<file path="config.mk">
export PLATFORM = sky130hd
export DESIGN_NAME = stp_timer_ram
export DESIGN_NICKNAME = d
export VERILOG_FILES = /design/src/rtl/software_timer_pool_macros.svh /design/src/rtl/stp_timer_ram.sv
export SDC_FILE = /design/constraint.sdc
export NUM_CORES = 2
export LEC_CHECK = 0
export ABC_AREA = 1
export BUFFER_PORTS_ARGS = -buffer_cell sky130_fd_sc_hd__buf_2
export CORE_UTILIZATION = 45
export CTS_BUF_LIST = sky130_fd_sc_hd__clkbuf_4 sky130_fd_sc_hd__clkbuf_8
export CTS_CLUSTER_DIAMETER = 150
export DETAILED_ROUTE_END_ITERATION = 10
export PLACE_DENSITY_LB_ADDON = 0.05
export SLEW_MARGIN = 10
export SYNTH_ARGS = -nofsm -noshare
export SYNTH_HDL_FRONTEND = slang
export SYNTH_SLANG_ARGS = --single-unit
</file>
<file path="constraint.sdc">
create_clock -name i_clk -period 5.45 [get_ports i_clk]
set_input_delay 0.8175 -clock i_clk [delete_from_list [all_inputs] [get_ports i_clk]]
set_output_delay 0.8175 -clock i_clk [all_outputs]
set_load 0.05 [all_outputs]
</file>
<file path="src/rtl/software_timer_pool_macros.svh">
// Assertion macros for the timer pool.
`ifndef SOFTWARE_TIMER_POOL_MACROS_SVH
`define SOFTWARE_TIMER_POOL_MACROS_SVH
`ifndef SYNTHESIS
`define STP_ASSERT(label, clk, rst_n, prop, msg) \
    label: assert property (@(posedge clk) disable iff (!rst_n) (prop)) else $error(msg);
`define STP_ASSERT_NEXT(label, clk, rst_n, ante, cons, msg) \
    label: assert property (@(posedge clk) disable iff (!rst_n) (ante) |=> (cons)) \
        else $error(msg);
`else
`define STP_ASSERT(label, clk, rst_n, prop, msg)
`define STP_ASSERT_NEXT(label, clk, rst_n, ante, cons, msg)
`endif
`endif

</file>
<file path="src/rtl/stp_timer_ram.sv">
// Per-timer store: start tick and duration, one write and one registered read.
module stp_timer_ram (
    input  logic        i_clk,
    input  logic        i_we,
    input  logic [4:0]  i_waddr,
    input  logic [63:0] i_wdata,
    input  logic [4:0]  i_raddr,
    output logic [63:0] o_rdata
);
    logic [63:0] r_mem [32];
    logic [63:0] r_rdata;

    always_ff @(posedge i_clk) begin
        if (i_we) begin
            r_mem[i_waddr] <= i_wdata;
        end
        r_rdata <= r_mem[i_raddr];
    end

    assign o_rdata = r_rdata;
endmodule

</file>
======== Word level (Yosys, flattened, before mapping) ========
Memory sizes are Yosys's and may differ from the RTL's. A register that Yosys moved wholly into a read port is not among the register bits.
Index checks and enable logic that the tools add are counted.
storage, ports and cells
  register bits after elaboration ......... 0
  RAM bits ................................ 2048
  input bits .............................. 76
  output and inout bits ................... 64
  logic and storage cells ................. 3
  memories kept ........................... 1
memories
  memory  words  bits a word  rd ports  clocked after Yosys merged registers in  wr ports  line                 RTL
  r_mem   32     64           1         1                                        1         stp_timer_ram.sv:10  logic [63:0] r_mem [32];
cells by class
  multiplexer cells ....................... 2
operators by type and width
  cell              number
  1-bit 2-to-1 mux  2

======== Longest topological paths before layout ========
  depth in word-level cells ............... 2
  gate-level depth with buffers ........... 12
  mapped depth without buffers ............ 9

======== Worst setup path before layout ========
OpenSTA, ideal clock, no wires.
  kind .................................... input to register
  start ................................... input i_waddr[0]
  end ..................................... memory r_mem[0][0] (enable)
  arrival time ............................ 3.795 ns
  slack ................................... 1.169 ns
  stages on the path ...................... 3
  cell sequence ........................... inv_1 -> nand3_1 -> nor2_1
RTL lines
  element      line                 RTL
  from (decl)  stp_timer_ram.sv:5   input logic [4:0] i_waddr,
  to (decl)    stp_timer_ram.sv:10
Straight into the memory's write port.

======== Final worst setup path ========
  start ................................... register r_rdata[50], in the netlist o_rdata[50] (read register of r_mem)
  end ..................................... output o_rdata[50]
RTL lines
  element      line                 RTL
  from (decl)  stp_timer_ram.sv:11  logic [63:0] r_rdata;
  to (decl)    stp_timer_ram.sv:8   output logic [63:0] o_rdata
No word-level cell between the ends.

==> out/results.ini <==
[cells_and_area]
syn_to_final_growth_pct=12.4
final_layout_size_suffix_gt1_frac=0.119
final_util=0.510
final_nets=7018

[routing]
vias_per_cell=5.51
antenna_left=0
first_pass_iters=5
finalWirelength_mm=247
avgRoutedWirePerCell_um=25.5
drc=0
drt_iter0_markers=5172
routed-via-count=53400

[timing]
clock_skew_ns=0.0624
drv_slew=0
min_period_ns=2.72
hold_viol=0
slew-limit-headroom=0.257
worst_pin_slew_ns=1.11
period_share=0.499
fin_tns_setup_ns=0
fmax_ghz=0.368
rsz0062_at_grt=no
finalSetupViolCount=0

[global_route]
antenna_found_initial=14
gr-total-overflow=0
grt_use_met1=0.377
grtUsageTotal=0.263
top_usage_layer=met2
grt_pass1_wl_mm=359
use_met3=0.0393
grt_use_met2=0.425
grt_pass1_vias=51900
grt_max_degree=214

[cts]
h-tree-depth=5
ctsHoldBuffers=0
cts_resized=0
cts_tree=done
post_cts.repair.setup_buffers=0
cts.path.max_buffers=4
clock_latency_ns=1.06
root_buffer=clkbuf_8
cts.sinks=2112
path_clk_slew_ns=0.06
cts_made_buffers=366

[power]
total_power_mw=34.1
ir_drop_uv=234
power_density_nw_per_um2=366
power.leakage_nw=33.4

[die]
coreArea_um2=183000
ios=140
fp.dieW_um=431
die-area_um2=186000
start_util=0.453
rows=157
die_h_um=431

[worst_setup_path]
end_kind=output pin
crit_required_ns=4.63
cpMaxStageDelayCell=dfxtp_1
critPathMaxFanout=1
cp-start-kind=flip-flop
critPathTopFamily=flip-flops
cp.arrival_ns=1.90
critPathBufInv=1
worst_path_largest_cell_delay_ns=0.54
path_cells=buf_2
worstSetupPathType=flip-flop to output pin

[yosys]
synth.net_count=6844
ys_warn_count=0
ys_seq_area_frac=0.756
synth-seq-cells=2112
synth_area_per_cell_um2=12.3
synth.distinct_cells=13
synth_area_um2=83000
postSynthCellCount=6768

[place]
io_buffers=139
hpwl_mm=111
gp_congestion=0.738

[min_path]
hold_class=input port to flip-flop

[status]
outcome=complete, no violations

[flow_run]
drv_cap=0

==> cell usage after synthesis <==
| master | instances | share of area |
|---|---|---|
| buf_1 | 49 | 0.0022 |
| buf_2 | 275 | 0.017 |
| buf_4 | 28 | 0.0025 |
| buf_6 | 4 | 0.00054 |
| clkbuf_1 | 82 | 0.0037 |
| dfxtp_1 | 64 | 0.015 |
| edfxtp_1 | 2048 | 0.74 |
| inv_1 | 7 | 0.00032 |
| inv_2 | 2 | 0.000090 |
| inv_4 | 1 | 0.000075 |
| nand2_1 | 2376 | 0.11 |
| nand3_1 | 1800 | 0.11 |
| nor2_1 | 32 | 0.0014 |
==> kinds of logic (layout without fill, tap and decap cells) <==
kind of cell,Yosys count,after routing,synth area share
other,0,3,0
and+or+nand+nor,4208,4208,0.217
DFF,2112,2112,0.756
buffers and inverters,448,896,0.0261
==> path summary, 6_finish.rpt <==
path / from / to / slack, ns / depth (start not counted)
setup / recovery: o_rdata[50] / o_rdata[50] / 2.73 / 1
hold / removal: i_wdata[12] / r_mem[15][12] / 0.26 / 1
setup reg to reg: r_mem[10][39] / o_rdata[39] / 4.20 / 8
hold reg to reg: r_mem[10][5] / o_rdata[5] / 0.67 / 6
==> placed cells by master, fill, tap and decap left out, drive strengths merged <==
master,netlist,routed
buf,356,243
clkbuf,82,536
clkinv,0,99
clkinvlp,0,4
dfxtp,64,64
diode,0,3
edfxtp,2048,2048
inv,10,14
nand2,2376,2376
nand3,1800,1800
nor2,32,32
==> report_power, final <==
group          switching [mW]  internal [mW]
Combinational            1.68          0.496
Clock                    6.31           7.50
Sequential             0.0927           18.1
Total                    8.08           26.1
==> area by class of cell <==
type / count / area [um2]
sequential: 2112 / 62800
timing repair buffer: 244 / 2170
clock inverter: 107 / 477
antenna: 3 / 7.51
fill: 16200 / 89800
tap: 2464 / 3080
inverter: 10 / 78.8
clock buffer: 535 / 6410
multi-input combinational: 4208 / 18300
==> metrics by stage <==
step	setup WS (ns)	hold slack (ns)	std cells	instance area (um2)
floorplan	1.17	0.640	6768	83000
global placement	1.74	0.679	9038	86400
detailed placement	1.73	0.689	9038	86400
CTS	2.58	0.142	9680	93300
global route	2.66	0.218	9683	93300
finish	2.73	0.258	9683	93300
==> layer usage <==
layer / vias up / part of all wire
met1: 26800 / 0.44
li1: 24400 / -
met4: 4 / 0.017
met2: 1794 / 0.48
met3: 334 / 0.061
met5: - / 0.00010
==> sequential cells by signal, summed over array words and instances, names as in the netlist <==
name	flops
o_rdata	64
r_mem	2048
Power figures use the tool's default switching activity.
