==> src/rtl/software_timer_pool_macros.svh <==
// Assertion macros for the timer pool.
`ifndef SOFTWARE_TIMER_POOL_MACROS_SVH
`define SOFTWARE_TIMER_POOL_MACROS_SVH
`ifndef SYNTHESIS
`define STP_ASSERT(label, clk, rst_n, prop, msg) \
    label: assert property (@(posedge clk) disable iff (!rst_n) (prop)) else $error(msg);
`define STP_ASSERT_NEXT(label, clk, rst_n, ante, cons, msg) \
    label: assert property (@(posedge clk) disable iff (!rst_n) (ante) |=> (cons)) \
        else $error(msg);
`else
`define STP_ASSERT(label, clk, rst_n, prop, msg)
`define STP_ASSERT_NEXT(label, clk, rst_n, ante, cons, msg)
`endif
`endif

==> src/rtl/stp_pkg.sv <==
// Shared types and constants of the timer pool.
package stp_pkg;
    localparam int NUM_TIMERS = 31;
    localparam int TOP_ID = (NUM_TIMERS < 31) ? NUM_TIMERS : 31;

    localparam logic [2:0] CMD_TICK  = 3'd0;
    localparam logic [2:0] CMD_START = 3'd1;
    localparam logic [2:0] CMD_STOP  = 3'd2;
    localparam logic [2:0] CMD_POLL  = 3'd3;
    localparam logic [2:0] CMD_READ  = 3'd4;

    localparam logic [1:0] SCALE_US = 2'd0;
    localparam logic [1:0] SCALE_MS = 2'd1;
    localparam logic [1:0] SCALE_S  = 2'd2;

    localparam logic [1:0] REG_TICK_US = 2'd0;
    localparam logic [1:0] REG_TICK_MS = 2'd1;
    localparam logic [1:0] REG_TICK_S  = 2'd2;

    typedef enum logic [2:0] {
        ST_IDLE, ST_READ, ST_EXEC, ST_DIV, ST_MUL, ST_OUT
    } t_state;

    typedef struct packed {
        logic        start;
        logic [31:0] dividend;
        logic [31:0] divisor;
    } t_div_req;

    typedef struct packed {
        logic        busy;
        logic        done;
        logic [31:0] quotient;
    } t_div_rsp;
endpackage

==> src/rtl/stp_divider.sv <==
// Radix-2 restoring divider, one quotient bit per cycle.
module stp_divider (
    input  logic              i_clk,
    input  logic              i_rst_n,
    input  stp_pkg::t_div_req i_req,
    output stp_pkg::t_div_rsp o_rsp
);
    logic [31:0] r_quo, n_quo;
    logic [31:0] r_rem, n_rem;
    logic [31:0] r_dvs, n_dvs;
    logic [5:0]  r_cnt, n_cnt;
    logic        r_busy, n_busy;
    logic        r_done, n_done;
    logic [32:0] trial;

    always_comb begin
        n_quo = r_quo;
        n_rem = r_rem;
        n_dvs = r_dvs;
        n_cnt = r_cnt;
        n_busy = r_busy;
        n_done = 1'b0;
        trial = {r_rem, r_quo[31]} - {1'b0, r_dvs};
        if (i_req.start) begin
            n_quo = i_req.dividend;
            n_rem = '0;
            n_dvs = i_req.divisor;
            n_cnt = 6'd32;
            n_busy = 1'b1;
        end else if (r_busy) begin
            if (trial[32]) begin
                n_rem = {r_rem[30:0], r_quo[31]};
                n_quo = {r_quo[30:0], 1'b0};
            end else begin
                n_rem = trial[31:0];
                n_quo = {r_quo[30:0], 1'b1};
            end
            n_cnt = r_cnt - 6'd1;
            if (r_cnt == 6'd1) begin
                n_busy = 1'b0;
                n_done = 1'b1;
            end
        end
    end

    always_ff @(posedge i_clk) begin
        r_quo <= n_quo;
        r_rem <= n_rem;
        r_dvs <= n_dvs;
        if (!i_rst_n) begin
            r_cnt <= '0;
            r_busy <= 1'b0;
            r_done <= 1'b0;
        end else begin
            r_cnt <= n_cnt;
            r_busy <= n_busy;
            r_done <= n_done;
        end
    end

    assign o_rsp.busy = r_busy;
    assign o_rsp.done = r_done;
    assign o_rsp.quotient = r_quo;
endmodule

==> config.mk <==
export PLATFORM = sky130hd
export DESIGN_NAME = stp_divider
export DESIGN_NICKNAME = d
export VERILOG_FILES = /design/src/rtl/software_timer_pool_macros.svh /design/src/rtl/stp_pkg.sv /design/src/rtl/stp_divider.sv
export SDC_FILE = /design/constraint.sdc
export NUM_CORES = 1
export LEC_CHECK = 0
export BUFFER_PORTS_ARGS = -buffer_cell sky130_fd_sc_hd__clkbuf_2
export CAP_MARGIN = 30
export CORE_UTILIZATION = 45
export DETAILED_ROUTE_END_ITERATION = 10
export PLACE_DENSITY = 0.69
export SLEW_MARGIN = 20
export SYNTH_ARGS = -nofsm -noshare
export SYNTH_HDL_FRONTEND = slang
export SYNTH_SLANG_ARGS = --single-unit
==> constraint.sdc <==
create_clock -name i_clk -period 3.1 [get_ports i_clk]
set_input_delay 0.62 -clock i_clk [delete_from_list [all_inputs] [get_ports i_clk]]
set_output_delay 0.62 -clock i_clk [all_outputs]
set_load 0.05 [all_outputs]
# ---- Yosys cells after proc, flatten, opt, wreduce, memory -nomap -nowiden
# Cells that the tools add are included.
dict set report op_classes {
  add_sub_neg 2
  n_eq_ne 1
  n_mux 10
  bitwise_logic 2
  reduce_logical 3
}
# cell n
set op_table {}
lappend op_table {{$mux W32} 3}
lappend op_table {{$sub A33 B32 Y33} 1}
lappend op_table {{$mux W6} 2}
lappend op_table {{$eq A6 B1 Y1 const B} 1}
lappend op_table {{$sub A6 B1 Y6 const B} 1}
lappend op_table {{$mux W1} 5}
lappend op_table {{$reduce_or A3 Y1} 1}
lappend op_table {{$not A1 Y1} 2}
lappend op_table {{$reduce_bool A2 Y1} 1}
lappend op_table {{$reduce_or A2 Y1} 1}
dict set report word_totals {
  register_bits 104
  input_bits 67
}

# ---- Longest topological paths before layout
dict set report logic_depth {
  word_depth 4
  depth_mapped 13
  depth_no_buf 12
}

# ---- Worst setup path after synthesis
# No wires, ideal clock.
dict set report synth_path {
  path_kind {register -> register}
  startpoint {register r_quo[31]}
  endpoint {register r_rem[22]}
  setup_ns 0.086
  arrival_time_ns 3.501
  required_ns 3.014
  path_slack_ns -0.487
  path_stages_with_launch 13
  cell_sequence {edfxtp_1 inv_1 ha_1 fa_1 nand2b_1 a21oi_1 o2111ai_1 and2_1 nor4_1 o211ai_2 nand3_4 mux2_2 a211oi_1}
}
dict set report synth_between {
  elab_chain_cells 2
}
# item line_no
set synth_rtl {}
lappend synth_rtl {{start, declared} stp_divider.sv:8} ;# logic [31:0] r_quo, n_quo;
lappend synth_rtl {{start signal, assigned} stp_divider.sv:47} ;# r_quo <= n_quo;
lappend synth_rtl {{$sub A33 B32 Y33} stp_divider.sv:23} ;# trial = {r_rem, r_quo[31]} - {1'b0, r_dvs};
lappend synth_rtl {{$mux W32} stp_divider.sv:31} ;# if (trial[32]) begin
lappend synth_rtl {{end signal, assigned} stp_divider.sv:48} ;# r_rem <= n_rem;
lappend synth_rtl {{end, declared} stp_divider.sv:9} ;# logic [31:0] r_rem, n_rem;
# No other way between the ends.
# A chain may end at the register's enable or synchronous reset.

# ---- Worst setup path in the final report
dict set report layout_path {
  startpoint {register r_dvs[0]}
  endpoint {register r_rem[0]}
}
dict set report layout_between {
  elab_chain_cells 2
}
# item line_no
set layout_rtl {}
lappend layout_rtl {{start, declared} stp_divider.sv:10} ;# logic [31:0] r_dvs, n_dvs;
lappend layout_rtl {{start signal, assigned} stp_divider.sv:49} ;# r_dvs <= n_dvs;
lappend layout_rtl {{$sub A33 B32 Y33} stp_divider.sv:23}
lappend layout_rtl {{$mux W32} stp_divider.sv:31}
# No other way between the ends.

==> metrics.log <==
[metrics] number of nets in the finished design: 777
[metrics] I/O Buffers: 100
[metrics] starting density of the core: 0.4647
[metrics] Critical Path, Cell by Cell: ha_2 -> fa_2 -> nand2b_4 -> a21oi_4 -> o2111ai_2 -> and2_4 -> nor4_4 -> or4_4 -> nand3_4 -> clkbuf_16 -> a211o_1 -> a21oi_1
[metrics] final weighted congestion in routability-driven placement: 0.8579
[metrics] std cell rows: 41
[metrics] WS Path Type: reg2reg
[metrics] fin crit period: 3.024 ns
[metrics] critical path fanouts, max: 8
[metrics] first-pass GRT wire length: 21010 um
[metrics] transition at the pin with the smallest max-transition slack: 0.4925 ns
[metrics] Place WS: -0.05334 ns
[metrics] async set or reset register ratio after synthesis: 0
[metrics] post-CTS clock slew at the launch and capture registers of the worst setup and hold paths: 0.07 ns
[metrics] worst path arrival time: 3.32 ns
[metrics] number of primary I/O pins: 101
[metrics] area of the die: 13600 sq um
[metrics] number of clock sinks seen by CTS: 104
[metrics] setup repair after global routing missed its margin: yes
[metrics] routed wire length: 12530 um
[metrics] final total power: 3.914 mW
[metrics] class of the most critical hold timing path: in2reg
[metrics] Initial DRT Pass Iterations: 4
[metrics] CTS tree: built
[metrics] # DRC: 0
[metrics] period utilisation layout: 0.9755
[metrics] placed cell count: 827
[metrics] post-synthesis instance area: 5912 sq um
[metrics] number of enable-type register cells in the synthesized netlist: 64
[metrics] worst slew margin relative to its limit: 0.6713
[metrics] flip-flop cell with the highest count after synthesis: sky130_fd_sc_hd__edfxtp_1
[metrics] H-tree lvl count: 3
[metrics] clock root buffer: sky130_fd_sc_hd__clkbuf_16
[metrics] Cell Pwr Density: 550.6 nW/um^2
[metrics] mean instance size in the synthesized netlist: 10.52 sq um
[metrics] die span in x: 116.6 um
[metrics] number of maximum-capacitance violations: 0
[metrics] final antenna diode count: 0
[metrics] Max Slew Vio Count: 0
[metrics] CP startpoint kind: flop
[metrics] number of buffers inserted by hold repair at cts: 0
[metrics] highest attainable clock frequency: 330.7 MHz
[metrics] vias in the first global route: 4578
[metrics] Post-Syn Instances: 562
[metrics] number of buffers created by CTS: 9
[metrics] CP required: 3.40 ns
[metrics] Min Hold Slack: 0.4300 ns
[metrics] Worst setup EP type: flop
[metrics] result of the run: completed
[metrics] placed wire-length estimate after detailed placement: 8951 um
[metrics] number of fillers in the final layout: 1131
[metrics] setup ws final: 0.07582 ns
[metrics] die height: 116.6 um
[metrics] share of post-route cells with drive strength above 1: 0.2853
[metrics] area overhead of the layout relative to synthesis: 20.23%
[metrics] stage delay of the slowest cell on the critical path: 0.42 ns
[metrics] Final Setup Violations: 0
[metrics] Pleak: 3.224 nW
[metrics] starting DRC count in detailed routing: 228
[metrics] sequential element share of the synthesized area: 0.4605
[metrics] total track usage: 0.1995
[metrics] count of placed standard cells in the final layout, fillers left out: 852
[metrics] maximum ir drop on the vdd rail: 0.0004255 V
[metrics] post-detailed-route via-to-cell ratio: 5.327
[metrics] total number of yosys warnings: 0
[metrics] antenna violations before repair: 0
[metrics] Hold Vio Cnt, Final: 0
[metrics] WL per Instance: 14.70 um
[metrics] Post-DRT Antenna Nets: 0
[metrics] clock buffer depth: 2
[metrics] setup clock skew after layout: 0.008012 ns
[metrics] count of state elements after synthesis: 104
[metrics] number of nets produced by synthesis: 664
[metrics] CP max stage cell: sky130_fd_sc_hd__edfxtp_1
[metrics] maximum number of pins on one net before global-route repair: 98
[metrics] setup total negative slack: 0 ns
[metrics] Remaining Overflow, GRT: 0
[metrics] standard cell core area: 12720 sq um
[metrics] via count: 4539
[metrics] Clk Latency, worst-skew pair: 0.36 ns
[metrics] Yosys cell types: 58
-- routing by layer --
metal / vias to the layer above / GRT usage / share of wire
li1: 2281 / - / -
met3: 10 / 0.07058 / 0.073
met5: - / 0 / 0
met1: 2128 / 0.2359 / 0.44
met4: 0 / 0.06920 / 0.011
met2: 120 / 0.3361 / 0.48
-- final timing paths --
check / depth (start not counted) / slack [ns] / to / startpoint
setup / recovery: 12 / 0.08 / r_rem[0]$_SDFFE_PP0P_ / r_dvs[0]$_DFFE_PP_
hold / removal: 1 / 0.43 / r_dvs[26]$_DFFE_PP_ / i_req[26]
hold reg to reg: 2 / 0.49 / r_cnt[1]$_SDFFE_PP0P_ / r_cnt[1]$_SDFFE_PP0P_
setup reg to reg: 12 / 0.08 / r_rem[0]$_SDFFE_PP0P_ / r_dvs[0]$_DFFE_PP_
-- cell families after synthesis --
logic type / after synthesis / share of synthesized area
muxes: 57 / 0.1033
AOI/OAI and AO/OA: 132 / 0.1522
DFF: 104 / 0.4605
buffers and inverters: 69 / 0.05249
adders and majority gates: 35 / 0.07534
xor gates and xnor gates: 31 / 0.04593
and+or+nand+nor: 134 / 0.1103
-- cell type report --
| type | count | area, sq um | share of cell area |
|---|---|---|---|
| multi-input combinational | 389 | 2963 | 0.4168 |
| clock inverter | 4 | 35.03 | 0.004929 |
| clock buffer | 12 | 257.7 | 0.03626 |
| inverter | 46 | 172.7 | 0.02429 |
| timing repair buffer | 125 | 740.7 | 0.1042 |
| tap | 172 | 215.2 | 0.03028 |
| sequential | 104 | 2724 | 0.3832 |
-- what timing repair did --
| action | 4_1_cts | 5_1_grt |
|---|---|---|
| setup endpoints to repair | 19 | 29 |
| gates cloned | 0 | 1 |
| resized for setup | 3 | 7 |
| pin swaps | 2 | 18 |
| setup buffers | 1 | 7 |
-- cell usage after synthesis (all sizes together), types with 7 or more instances --
master	number	area share
edfxtp	64	0.33
xnor2	21	0.031
o21ai	16	0.014
nand3	11	0.011
a21oi	32	0.027
ha	34	0.072
o211ai	8	0.011
xor2	10	0.015
nor2	45	0.029
buf	7	0.013
mux2i	25	0.042
nand2	36	0.023
mux2	32	0.061
inv	46	0.029
a21o	12	0.015
clkbuf	16	0.010
a211oi	28	0.036
dfxtp	40	0.14
-- power breakdown --
| group | leakage, nW | total, mW | switching, mW | internal (mW) |
|---|---|---|---|---|
| logic | 2.11 | 1.09 | 0.641 | 0.451 |
| registers | 0.965 | 1.68 | 0.0756 | 1.61 |
| clock network | 0.145 | 1.14 | 0.535 | 0.605 |
| total | 3.22 | 3.91 | 1.25 | 2.66 |
-- placed cells by master, fill, tap and decap left out, types with 4 or more instances in the layout --
master                      instances
sky130_fd_sc_hd__nor3_1             5
sky130_fd_sc_hd__xnor2_1           21
sky130_fd_sc_hd__nand3_1           10
sky130_fd_sc_hd__inv_1             45
sky130_fd_sc_hd__nor2_1            45
sky130_fd_sc_hd__a211o_1            4
sky130_fd_sc_hd__clkbuf_2          99
sky130_fd_sc_hd__edfxtp_1          64
sky130_fd_sc_hd__buf_4             21
sky130_fd_sc_hd__a21o_1            12
sky130_fd_sc_hd__mux2i_1           25
sky130_fd_sc_hd__mux2_2            32
sky130_fd_sc_hd__a211oi_1          24
sky130_fd_sc_hd__and2_1             4
sky130_fd_sc_hd__xor2_1            10
sky130_fd_sc_hd__o21ai_0           15
sky130_fd_sc_hd__a211oi_2           4
sky130_fd_sc_hd__dfxtp_1           39
sky130_fd_sc_hd__ha_1              32
sky130_fd_sc_hd__nand2b_1           5
sky130_fd_sc_hd__a31oi_1            5
sky130_fd_sc_hd__o211ai_1           7
sky130_fd_sc_hd__nor2b_1            5
sky130_fd_sc_hd__nand2_1           36
sky130_fd_sc_hd__a21oi_1           30
sky130_fd_sc_hd__clkbuf_16         11
-- stage by stage --
step	area, sq um	utilization
detailed placement	6693	0.5261
global route	7108	0.5587
floorplan	5966	-
finish	7108	0.5587
CTS	7002	0.5504
global placement	6693	0.5261
-- state kept, by name, summed over array words and instances, names as in the netlist --
name,cells
r_dvs,32
r_rem,32
r_cnt,6
r_busy,1
r_done,1
r_quo,32
-- worst max-delay path: cells and delay by family (launching register included) --
family / cells / cell delay, ns
AO/OA/AOI/OAI: 4 / 0.67
AND/OR/NAND/NOR: 5 / 1.02
buffers and inverters: 1 / 0.23
adder cells (fa/ha/maj): 2 / 0.62
flip-flops: 1 / 0.42
(Power assumes the default switching activity.)
